[src/rtl/emft_pkg.sv]
// ----------------------------------------------------------------------------
// emft_pkg
// Shared types and constants for the exact-match forwarding table: table
// geometry, entry layout, sequencer states and register indexes.
// ----------------------------------------------------------------------------
package emft_pkg;

    // Table geometry
    localparam int TABLE_DEPTH = 16;
    localparam int IDX_W       = (TABLE_DEPTH > 1) ? $clog2(TABLE_DEPTH) : 1;
    localparam int CNT_W       = $clog2(TABLE_DEPTH + 1);
    localparam int SCAN_W      = CNT_W + 1;

    // Field widths
    localparam int ADDR_W  = 16;
    localparam int HOP_W   = 8;
    localparam int DELAY_W = 16;
    localparam int COUNT_W = 5;

    // Bus widths
    localparam int S_DATA_W = 40;   // dest_address, entry_next_hop, entry_delay
    localparam int M_DATA_W = 32;   // six result fields, 32 bits exactly
    localparam int APB_AW   = 4;
    localparam int APB_DW   = 32;

    // Operation codes (carried in s_tuser)
    localparam logic OP_LOOKUP = 1'b0;
    localparam logic OP_INSERT = 1'b1;

    // Register indexes (paddr[3:2])
    localparam logic [1:0] REG_DEF_HOP   = 2'd0;
    localparam logic [1:0] REG_DEF_VALID = 2'd1;
    localparam logic [1:0] REG_DEF_DELAY = 2'd2;

    // One stored table entry
    typedef struct packed {
        logic [DELAY_W-1:0] delay;
        logic [HOP_W-1:0]   hop;
        logic [ADDR_W-1:0]  addr;
    } entry_t;

    // Sequencer states
    typedef enum logic [1:0] {
        ST_IDLE,
        ST_SCAN,
        ST_RESP
    } state_t;

endpackage

[src/rtl/exact_match_forwarding_table_core.sv]
// ----------------------------------------------------------------------------
// exact_match_forwarding_table_core
// Exact-match forwarding table with a default route for lookup misses.
// ----------------------------------------------------------------------------
// Usage:
//   Input stream (s_*): one transaction per lookup or insert. s_tuser holds
//   the operation, s_tdata the address, next hop and delay of a new entry.
//   Result stream (m_*): exactly one transaction per input transaction.
//   APB port: default next hop, default-valid flag and default delay; write
//   it only while no transaction is in flight.
// Timing:
//   An item is taken in the idle state, then the sequencer scans the filled
//   entries through the table RAM's single read port, one entry per cycle,
//   with each compare in the cycle after its read. A scan ends at the first
//   match or after the last filled entry; an accepted insert is written in
//   that final cycle, when the result register is also loaded. m_tvalid
//   then rises in the response state, and the next input is accepted in
//   the cycle after the result has been taken.
//   s_tready stays low from acceptance until the result has been taken, so
//   a stalled receiver simply holds the block in the response state.
// Reset: fill count cleared (empty table), default route registers zeroed.
// ----------------------------------------------------------------------------
module exact_match_forwarding_table_core (
    input  logic                          aclk,
    input  logic                          aresetn,

    // Input stream
    input  logic                          s_tvalid,
    output logic                          s_tready,
    input  logic [emft_pkg::S_DATA_W-1:0] s_tdata,  // [15:0] dest_address,
                                                    // [23:16] entry_next_hop,
                                                    // [39:24] entry_delay
    input  logic                          s_tuser,  // [0] operation

    // Result stream
    output logic                          m_tvalid,
    input  logic                          m_tready,
    output logic [emft_pkg::M_DATA_W-1:0] m_tdata,  // [0] insert_ok, [1] hit,
                                                    // [9:2] next_hop,
                                                    // [10] next_hop_valid,
                                                    // [26:11] hop_delay,
                                                    // [31:27] entry_count

    // Configuration
    input  logic                          psel,
    input  logic                          penable,
    input  logic                          pwrite,
    input  logic [emft_pkg::APB_AW-1:0]   paddr,
    input  logic [emft_pkg::APB_DW-1:0]   pwdata,
    output logic [emft_pkg::APB_DW-1:0]   prdata,
    output logic                          pready
);

    // ------------------------------------------------------------------
    // Declarations
    // ------------------------------------------------------------------
    emft_pkg::state_t state_reg, state_next;

    logic                          op_reg;
    logic [emft_pkg::ADDR_W-1:0]   key_reg;
    logic [emft_pkg::HOP_W-1:0]    hop_in_reg;
    logic [emft_pkg::DELAY_W-1:0]  delay_in_reg;

    logic [emft_pkg::CNT_W-1:0]    fill_count_reg, fill_count_next;
    logic [emft_pkg::IDX_W-1:0]    rd_idx_reg, rd_idx_next;
    logic                          rd_active_reg, rd_active_next;
    logic                          cmp_valid_reg, cmp_valid_next;
    logic                          cmp_last_reg, cmp_last_next;

    logic                          out_ok_reg, out_ok_next;
    logic                          out_hit_reg, out_hit_next;
    logic [emft_pkg::HOP_W-1:0]    out_hop_reg, out_hop_next;
    logic                          out_valid_reg, out_valid_next;
    logic [emft_pkg::DELAY_W-1:0]  out_delay_reg, out_delay_next;
    logic [emft_pkg::COUNT_W-1:0]  out_count_reg, out_count_next;

    logic [emft_pkg::HOP_W-1:0]    def_hop_reg;
    logic                          def_valid_reg;
    logic [emft_pkg::DELAY_W-1:0]  def_delay_reg;

    logic                          in_fire;
    logic                          out_fire;
    logic                          cfg_wr;
    logic [1:0]                    cfg_idx;
    logic                          rd_en;
    logic                          rd_is_last;
    logic                          match;
    logic                          scan_miss;
    logic                          scan_done;
    logic                          table_full;
    logic                          do_insert;
    emft_pkg::entry_t              rd_entry;
    emft_pkg::entry_t              wr_entry;

    // ------------------------------------------------------------------
    // Handshakes
    // ------------------------------------------------------------------
    assign in_fire  = s_tvalid && s_tready;
    assign out_fire = m_tvalid && m_tready;

    // ------------------------------------------------------------------
    // Configuration registers
    // ------------------------------------------------------------------
    assign pready  = 1'b1;
    assign cfg_idx = paddr[3:2];
    assign cfg_wr  = psel && penable && pwrite && pready;

    always_ff @(posedge aclk) begin
        if (!aresetn) begin
            def_hop_reg   <= '0;
            def_valid_reg <= 1'b0;
            def_delay_reg <= '0;
        end else if (cfg_wr) begin
            case (cfg_idx)
                emft_pkg::REG_DEF_HOP:   def_hop_reg   <= pwdata[emft_pkg::HOP_W-1:0];
                emft_pkg::REG_DEF_VALID: def_valid_reg <= pwdata[0];
                emft_pkg::REG_DEF_DELAY: def_delay_reg <= pwdata[emft_pkg::DELAY_W-1:0];
                default: ;
            endcase
        end
    end

    always_comb begin
        case (cfg_idx)
            emft_pkg::REG_DEF_HOP:   prdata = emft_pkg::APB_DW'(def_hop_reg);
            emft_pkg::REG_DEF_VALID: prdata = emft_pkg::APB_DW'(def_valid_reg);
            emft_pkg::REG_DEF_DELAY: prdata = emft_pkg::APB_DW'(def_delay_reg);
            default:                 prdata = '0;
        endcase
    end

    // ------------------------------------------------------------------
    // Table RAM: at most one read per scan cycle, write at the end of an insert
    // ------------------------------------------------------------------
    assign wr_entry.addr  = key_reg;
    assign wr_entry.hop   = hop_in_reg;
    assign wr_entry.delay = delay_in_reg;

    emft_ram #(
        .WIDTH ($bits(emft_pkg::entry_t)),
        .DEPTH (emft_pkg::TABLE_DEPTH)
    ) u_table (
        .aclk    (aclk),
        .wr_en   (do_insert),
        .wr_addr (fill_count_reg[emft_pkg::IDX_W-1:0]),
        .wr_data (wr_entry),
        .rd_en   (rd_en),
        .rd_addr (rd_idx_reg),
        .rd_data (rd_entry)
    );

    // ------------------------------------------------------------------
    // Scan status
    // ------------------------------------------------------------------
    assign rd_is_last = (emft_pkg::SCAN_W'(rd_idx_reg) + emft_pkg::SCAN_W'(1))
                        == emft_pkg::SCAN_W'(fill_count_reg);
    assign match      = cmp_valid_reg && (rd_entry.addr == key_reg);
    // empty table misses at once; otherwise miss after the last entry compares
    assign scan_miss  = (cmp_valid_reg && cmp_last_reg && !match)
                        || (fill_count_reg == '0);
    assign scan_done  = (state_reg == emft_pkg::ST_SCAN) && (match || scan_miss);
    assign table_full = fill_count_reg == emft_pkg::CNT_W'(emft_pkg::TABLE_DEPTH);
    assign do_insert  = scan_done && (op_reg == emft_pkg::OP_INSERT)
                        && !match && !table_full;

    // ------------------------------------------------------------------
    // Sequencer: next state
    // ------------------------------------------------------------------
    always_comb begin
        state_next = state_reg;
        case (state_reg)
            emft_pkg::ST_IDLE: if (in_fire)   state_next = emft_pkg::ST_SCAN;
            emft_pkg::ST_SCAN: if (scan_done) state_next = emft_pkg::ST_RESP;
            emft_pkg::ST_RESP: if (out_fire)  state_next = emft_pkg::ST_IDLE;
            default:                          state_next = emft_pkg::ST_IDLE;
        endcase
    end

    // ------------------------------------------------------------------
    // Sequencer: outputs
    // ------------------------------------------------------------------
    always_comb begin
        s_tready = 1'b0;
        m_tvalid = 1'b0;
        rd_en    = 1'b0;
        case (state_reg)
            emft_pkg::ST_IDLE: s_tready = 1'b1;
            emft_pkg::ST_SCAN: rd_en    = rd_active_reg;
            emft_pkg::ST_RESP: m_tvalid = 1'b1;
            default: ;
        endcase
    end

    // ------------------------------------------------------------------
    // Datapath next values
    // ------------------------------------------------------------------
    always_comb begin
        rd_idx_next     = rd_idx_reg;
        rd_active_next  = rd_active_reg;
        cmp_valid_next  = 1'b0;
        cmp_last_next   = cmp_last_reg;
        fill_count_next = fill_count_reg;
        out_ok_next     = out_ok_reg;
        out_hit_next    = out_hit_reg;
        out_hop_next    = out_hop_reg;
        out_valid_next  = out_valid_reg;
        out_delay_next  = out_delay_reg;
        out_count_next  = out_count_reg;

        // start a scan from slot zero
        if (in_fire) begin
            rd_idx_next    = '0;
            rd_active_next = 1'b1;
            cmp_last_next  = 1'b0;
        end

        // issue a read; its compare follows next cycle
        if (rd_en) begin
            rd_idx_next    = rd_idx_reg + emft_pkg::IDX_W'(1);
            rd_active_next = !rd_is_last;
            cmp_valid_next = 1'b1;
            cmp_last_next  = rd_is_last;
        end

        // resolve the item and load the result register
        if (scan_done) begin
            rd_active_next = 1'b0;
            cmp_valid_next = 1'b0;
            if (do_insert) begin
                fill_count_next = fill_count_reg + emft_pkg::CNT_W'(1);
            end
            if (op_reg == emft_pkg::OP_INSERT) begin
                out_ok_next    = do_insert;
                out_hit_next   = 1'b0;
                out_hop_next   = '0;
                out_valid_next = 1'b0;
                out_delay_next = '0;
            end else if (match) begin
                out_ok_next    = 1'b0;
                out_hit_next   = 1'b1;
                out_hop_next   = rd_entry.hop;
                out_valid_next = 1'b1;
                out_delay_next = rd_entry.delay;
            end else begin
                out_ok_next    = 1'b0;
                out_hit_next   = 1'b0;
                out_hop_next   = def_hop_reg;
                out_valid_next = def_valid_reg;
                out_delay_next = def_delay_reg;
            end
            out_count_next = emft_pkg::COUNT_W'(fill_count_next);
        end
    end

    // ------------------------------------------------------------------
    // Control registers
    // ------------------------------------------------------------------
    always_ff @(posedge aclk) begin
        if (!aresetn) begin
            state_reg      <= emft_pkg::ST_IDLE;
            fill_count_reg <= '0;
            rd_active_reg  <= 1'b0;
            cmp_valid_reg  <= 1'b0;
        end else begin
            state_reg      <= state_next;
            fill_count_reg <= fill_count_next;
            rd_active_reg  <= rd_active_next;
            cmp_valid_reg  <= cmp_valid_next;
        end
    end

    // ------------------------------------------------------------------
    // Payload registers
    // ------------------------------------------------------------------
    always_ff @(posedge aclk) begin
        if (in_fire) begin
            op_reg       <= s_tuser;
            key_reg      <= s_tdata[15:0];
            hop_in_reg   <= s_tdata[23:16];
            delay_in_reg <= s_tdata[39:24];
        end
        rd_idx_reg    <= rd_idx_next;
        cmp_last_reg  <= cmp_last_next;
        out_ok_reg    <= out_ok_next;
        out_hit_reg   <= out_hit_next;
        out_hop_reg   <= out_hop_next;
        out_valid_reg <= out_valid_next;
        out_delay_reg <= out_delay_next;
        out_count_reg <= out_count_next;
    end

    // Result packing
    assign m_tdata = {out_count_reg, out_delay_reg, out_valid_reg,
                      out_hop_reg, out_hit_reg, out_ok_reg};

    // ------------------------------------------------------------------
    // Assertions
    // ------------------------------------------------------------------
    // the fill count never exceeds the table depth
    a_fill_bound: assert property (@(posedge aclk) disable iff (!aresetn)
        emft_pkg::SCAN_W'(fill_count_reg) <= emft_pkg::SCAN_W'(emft_pkg::TABLE_DEPTH))
        else $error("fill count beyond table depth");

    // the fill count moves only by one, at the end of a scan
    a_fill_step: assert property (@(posedge aclk) disable iff (!aresetn)
        ($past(aresetn) && !$stable(fill_count_reg)) |->
            ($past(state_reg) == emft_pkg::ST_SCAN
             && fill_count_reg == $past(fill_count_reg) + emft_pkg::CNT_W'(1)))
        else $error("fill count changed outside an insert");

    // input and result sides are never open together
    a_one_item: assert property (@(posedge aclk) disable iff (!aresetn)
        !(s_tready && m_tvalid))
        else $error("input accepted while a result is pending");

    // a result never reports both an accepted insert and a hit
    a_ok_hit: assert property (@(posedge aclk) disable iff (!aresetn)
        m_tvalid |-> !(out_ok_reg && out_hit_reg))
        else $error("insert_ok and hit both set");

    // compares happen only during a scan
    a_cmp_scan: assert property (@(posedge aclk) disable iff (!aresetn)
        cmp_valid_reg |-> (state_reg == emft_pkg::ST_SCAN))
        else $error("compare outside the scan state");

endmodule

[src/rtl/emft_ram.sv]
// ----------------------------------------------------------------------------
// emft_ram
// Generic single-write, single-read RAM with registered read data.
// ----------------------------------------------------------------------------
module emft_ram #(
    parameter int WIDTH = 8,
    parameter int DEPTH = 16
) (
    input  logic                                        aclk,
    input  logic                                        wr_en,
    input  logic [((DEPTH > 1) ? $clog2(DEPTH) : 1)-1:0] wr_addr,
    input  logic [WIDTH-1:0]                            wr_data,
    input  logic                                        rd_en,
    input  logic [((DEPTH > 1) ? $clog2(DEPTH) : 1)-1:0] rd_addr,
    output logic [WIDTH-1:0]                            rd_data
);

    logic [WIDTH-1:0] mem [DEPTH];
    logic [WIDTH-1:0] rd_data_reg;

    // Write port
    always_ff @(posedge aclk) begin
        if (wr_en) begin
            mem[wr_addr] <= wr_data;
        end
    end

    // Registered read port
    always_ff @(posedge aclk) begin
        if (rd_en) begin
            rd_data_reg <= mem[rd_addr];
        end
    end

    assign rd_data = rd_data_reg;

endmodule
[config.mk]
export PLATFORM = sky130hd
export DESIGN_NAME = exact_match_forwarding_table_core
export DESIGN_NICKNAME = d
export VERILOG_FILES = /design/src/rtl/emft_pkg.sv /design/src/rtl/exact_match_forwarding_table_core.sv /design/src/rtl/emft_ram.sv
export SDC_FILE = /design/constraint.sdc
export NUM_CORES = 1
export LEC_CHECK = 0
export BUFFER_PORTS_ARGS = -buffer_cell sky130_fd_sc_hd__buf_2
export CORE_MARGIN = 10
export CORE_UTILIZATION = 55
export CTS_CLUSTER_DIAMETER = 40
export DETAILED_ROUTE_END_ITERATION = 16
export PLACE_DENSITY = 0.75
export SLEW_MARGIN = 10
export SYNTH_ARGS = -nofsm -noshare
export SYNTH_HDL_FRONTEND = slang
export SYNTH_SLANG_ARGS = --single-unit
[constraint.sdc]
create_clock -name aclk -period 4.98 [get_ports aclk]
set_input_delay 0 -clock aclk [delete_from_list [all_inputs] [get_ports aclk]]
set_output_delay 0 -clock aclk [all_outputs]
set_load 0.05 [all_outputs]
==> results.yml <==
synthesis:
  synth_cell_types: 39
  syn_area_um2: 30070
  synth-edff-count: 758
  syn_area_per_cell_um2: 22.06
  yosys_warnings: 0
  ys_ff_latch: 792
  synth-async-reset-ratio_pct: 0
  netlist_instances: 1363
  synth_ff_type: "edfxtp_1"
  seq_area_frac_synth_pct: 77.96
route:
  detail_route.first_pass.iterations: 5
  wirelength_um: 69350
  drtAntennaViolNets: 0
  wl_per_cell_um: 28.88
  num_vias: 14760
  via_per_inst: 6.149
  drc: 0
  initialDrtViolationCount: 1698
timing:
  fmax_mhz: 272.3
  maxSlewHeadroom_pct: 22.16
  skew_ps: 28.90
  timing.final.crit_period_ps: 3673
  tightestPinTransition_ps: 1168
  setup_tns_ps: 0
  period_share_pct: 73.75
  rsz0062_at_grt: "no"
  setup_violations: 0
  drv_slew: 0
  hold_viol: 0
setup_path:
  cp.arrival_ps: 3970
  cp-start-kind: "flop"
  worst-path-max-fanout: 27
  worst_setup_path_end_kind: "flop"
  critPathKind: "flop to flop"
  crit_required_ps: 5270
  r2r_slack_ps: 1310
layout:
  nFillCells: 3372
  mostFrequentLayoutCell: "edfxtp_1"
  final_nets: 1711
  final_cell_mix: "edfxtp_1 (758), mux4_2 (200), buf_2 (115)"
  finalNonFillerCells: 2401
  largest_reg_flops: 640
  drive_gt1_share_pct: 31.67
  synthToLayoutAreaGrowth_pct: 18.77
  n_antenna_cell: 0
power:
  powerDensity_nw_per_um2: 431.5
  vdd_drop_max_mv: 0.3277
  p_leak_nw: 11.60
clock_tree:
  cts_tree: "done"
  cts_num_sinks: 792
  cts_resized: 0
  worstSkewPairLatency_ps: 650
  htreeDepth: 3
  clk_path_buf_depth: 3
  cts_buffers: 96
  clockRootBuffer: "clkbuf_16"
  clk_pin_slew_ps: 60
grt:
  grt_pass1_wl_um: 102700
  antenna_found_initial: 1
  grt_usage_pct: 21.97
  grt.overflow.total: 0
  grt_max_degree: 106
  first_global_vias: 15580
floorplanning:
  die_w_um: 253.8
  row_count: 85
  start_util_pct: 55.66
  pin_count: 151
  die_h_um: 253.8
  core_um2: 54030
  die_area_um2: 64420
place:
  io_buffers: 115
  placed_cells: 2142
  hpwl_um: 35340
  gp_congestion: 0.7576
status:
  outcome: "complete, no violations"
min_path:
  hold_class: "input port to flop"
flow_run:
  drv_cap: 0
==> cells in the mapped netlist, types with 2 or more instances <==
master	number	share of area, %
a21boi_0	18	0.45
a21oi_1	24	0.40
and2_1	11	0.23
and3_1	6	0.12
buf_1	5	0.062
buf_2	13	0.22
buf_4	21	0.52
buf_6	3	0.11
clkbuf_1	43	0.54
conb_1	2	0.025
dfxtp_1	34	2.3
edfxtp_1	758	76
ha_1	5	0.21
inv_1	5	0.062
mux2i_1	18	0.60
mux4_2	200	15
nand2_1	94	1.2
nand3_1	8	0.13
nand4_1	3	0.062
nor2_1	18	0.22
nor2b_1	15	0.31
nor3_1	9	0.15
nor3b_1	2	0.050
nor4_1	4	0.083
o21a_1	4	0.10
o21ai_0	2	0.033
or4_4	2	0.075
xnor2_1	11	0.32
xor2_1	15	0.44
==> routing by layer <==
metal / routed length [µm] / up-vias / global-route usage, %
met5: 0 / - / 0
met4: 2204 / 0 / 8.534
met3: 5837 / 150 / 4.873
met2: 34570 / 756 / 35.37
met1: 26730 / 7741 / 29.06
li1: - / 6117 / -
==> cells by family after synthesis <==
logic type,after synthesis,synth area share (%)
adders and majority gates,5,0.2080
and+or+nand+nor,178,2.821
muxes,219,15.62
AOI/OAI and AO/OA,51,1.099
xor gates and xnor gates,26,0.7573
other,2,0.02497
buffers and inverters,90,1.515
DFF,792,77.96
==> path summary, 6_finish.rpt <==
kind / from / cells past startpoint / to
worst min register to register: def_delay_reg[10]$_SDFFE_PN0P_ / 2 / def_delay_reg[10]$_SDFFE_PN0P_
worst max register to register: key_reg[10]$_DFFE_PP_ / 6 / out_delay_reg[7]$_SDFFCE_PP0P_
worst max-delay path: key_reg[10]$_DFFE_PP_ / 6 / out_delay_reg[7]$_SDFFCE_PP0P_
worst min-delay path: s_tdata[22] / 2 / hop_in_reg[6]$_DFFE_PP_
==> final cells by class <==
type,instances,area (µm²),area share [%]
Sequential cell,792,23440,65.64
Multi-Input combinational cell,496,6324,17.71
Clock buffer,109,2515,7.042
Timing Repair Buffer,231,1729,4.841
Tap cell,696,870.8,2.438
Clock inverter,72,815.8,2.284
Inverter,5,18.77,0.05255
==> where the power goes <==
part	internal (W)	switching, W	leakage, nW
logic	0.000355	0.000402	2.88
clock network	0.00425	0.00287	1.59
registers	0.00741	0.000123	7.14
total	0.0120	0.00340	11.6
==> per-stage QoR <==
step | worst slack [ps] | utilization (%) | power, W | hold WS, ps | area, µm²
finish | 1307 | 66.11 | 0.01541 | 66.12 | 35720
global route | 1069 | 66.11 | 0.01584 | 49.88 | 35720
CTS | 1284 | 66.11 | 0.01552 | 33.68 | 35720
detailed placement | 1318 | 58.50 | 0.008389 | 178.1 | 31600
global placement | 1369 | 58.50 | 0.008368 | 176.7 | 31600
floorplan | 14.73 | - | 0.008164 | 98.87 | 30130
==> what timing repair did <==
action,CTS,global route
hold buffers,78,0
setup buffers,0,0
endpoints found under the hold margin,76,0
==> critical path: stages (launching register included) <==
cell and delay [ps]:
edfxtp_1 610, xor2_1 250, nor4_1 470, nand2_1 220, or4_4 800, a21boi_4 500, buf_4 440
Note: power is estimated with default switching activity, not from simulation.
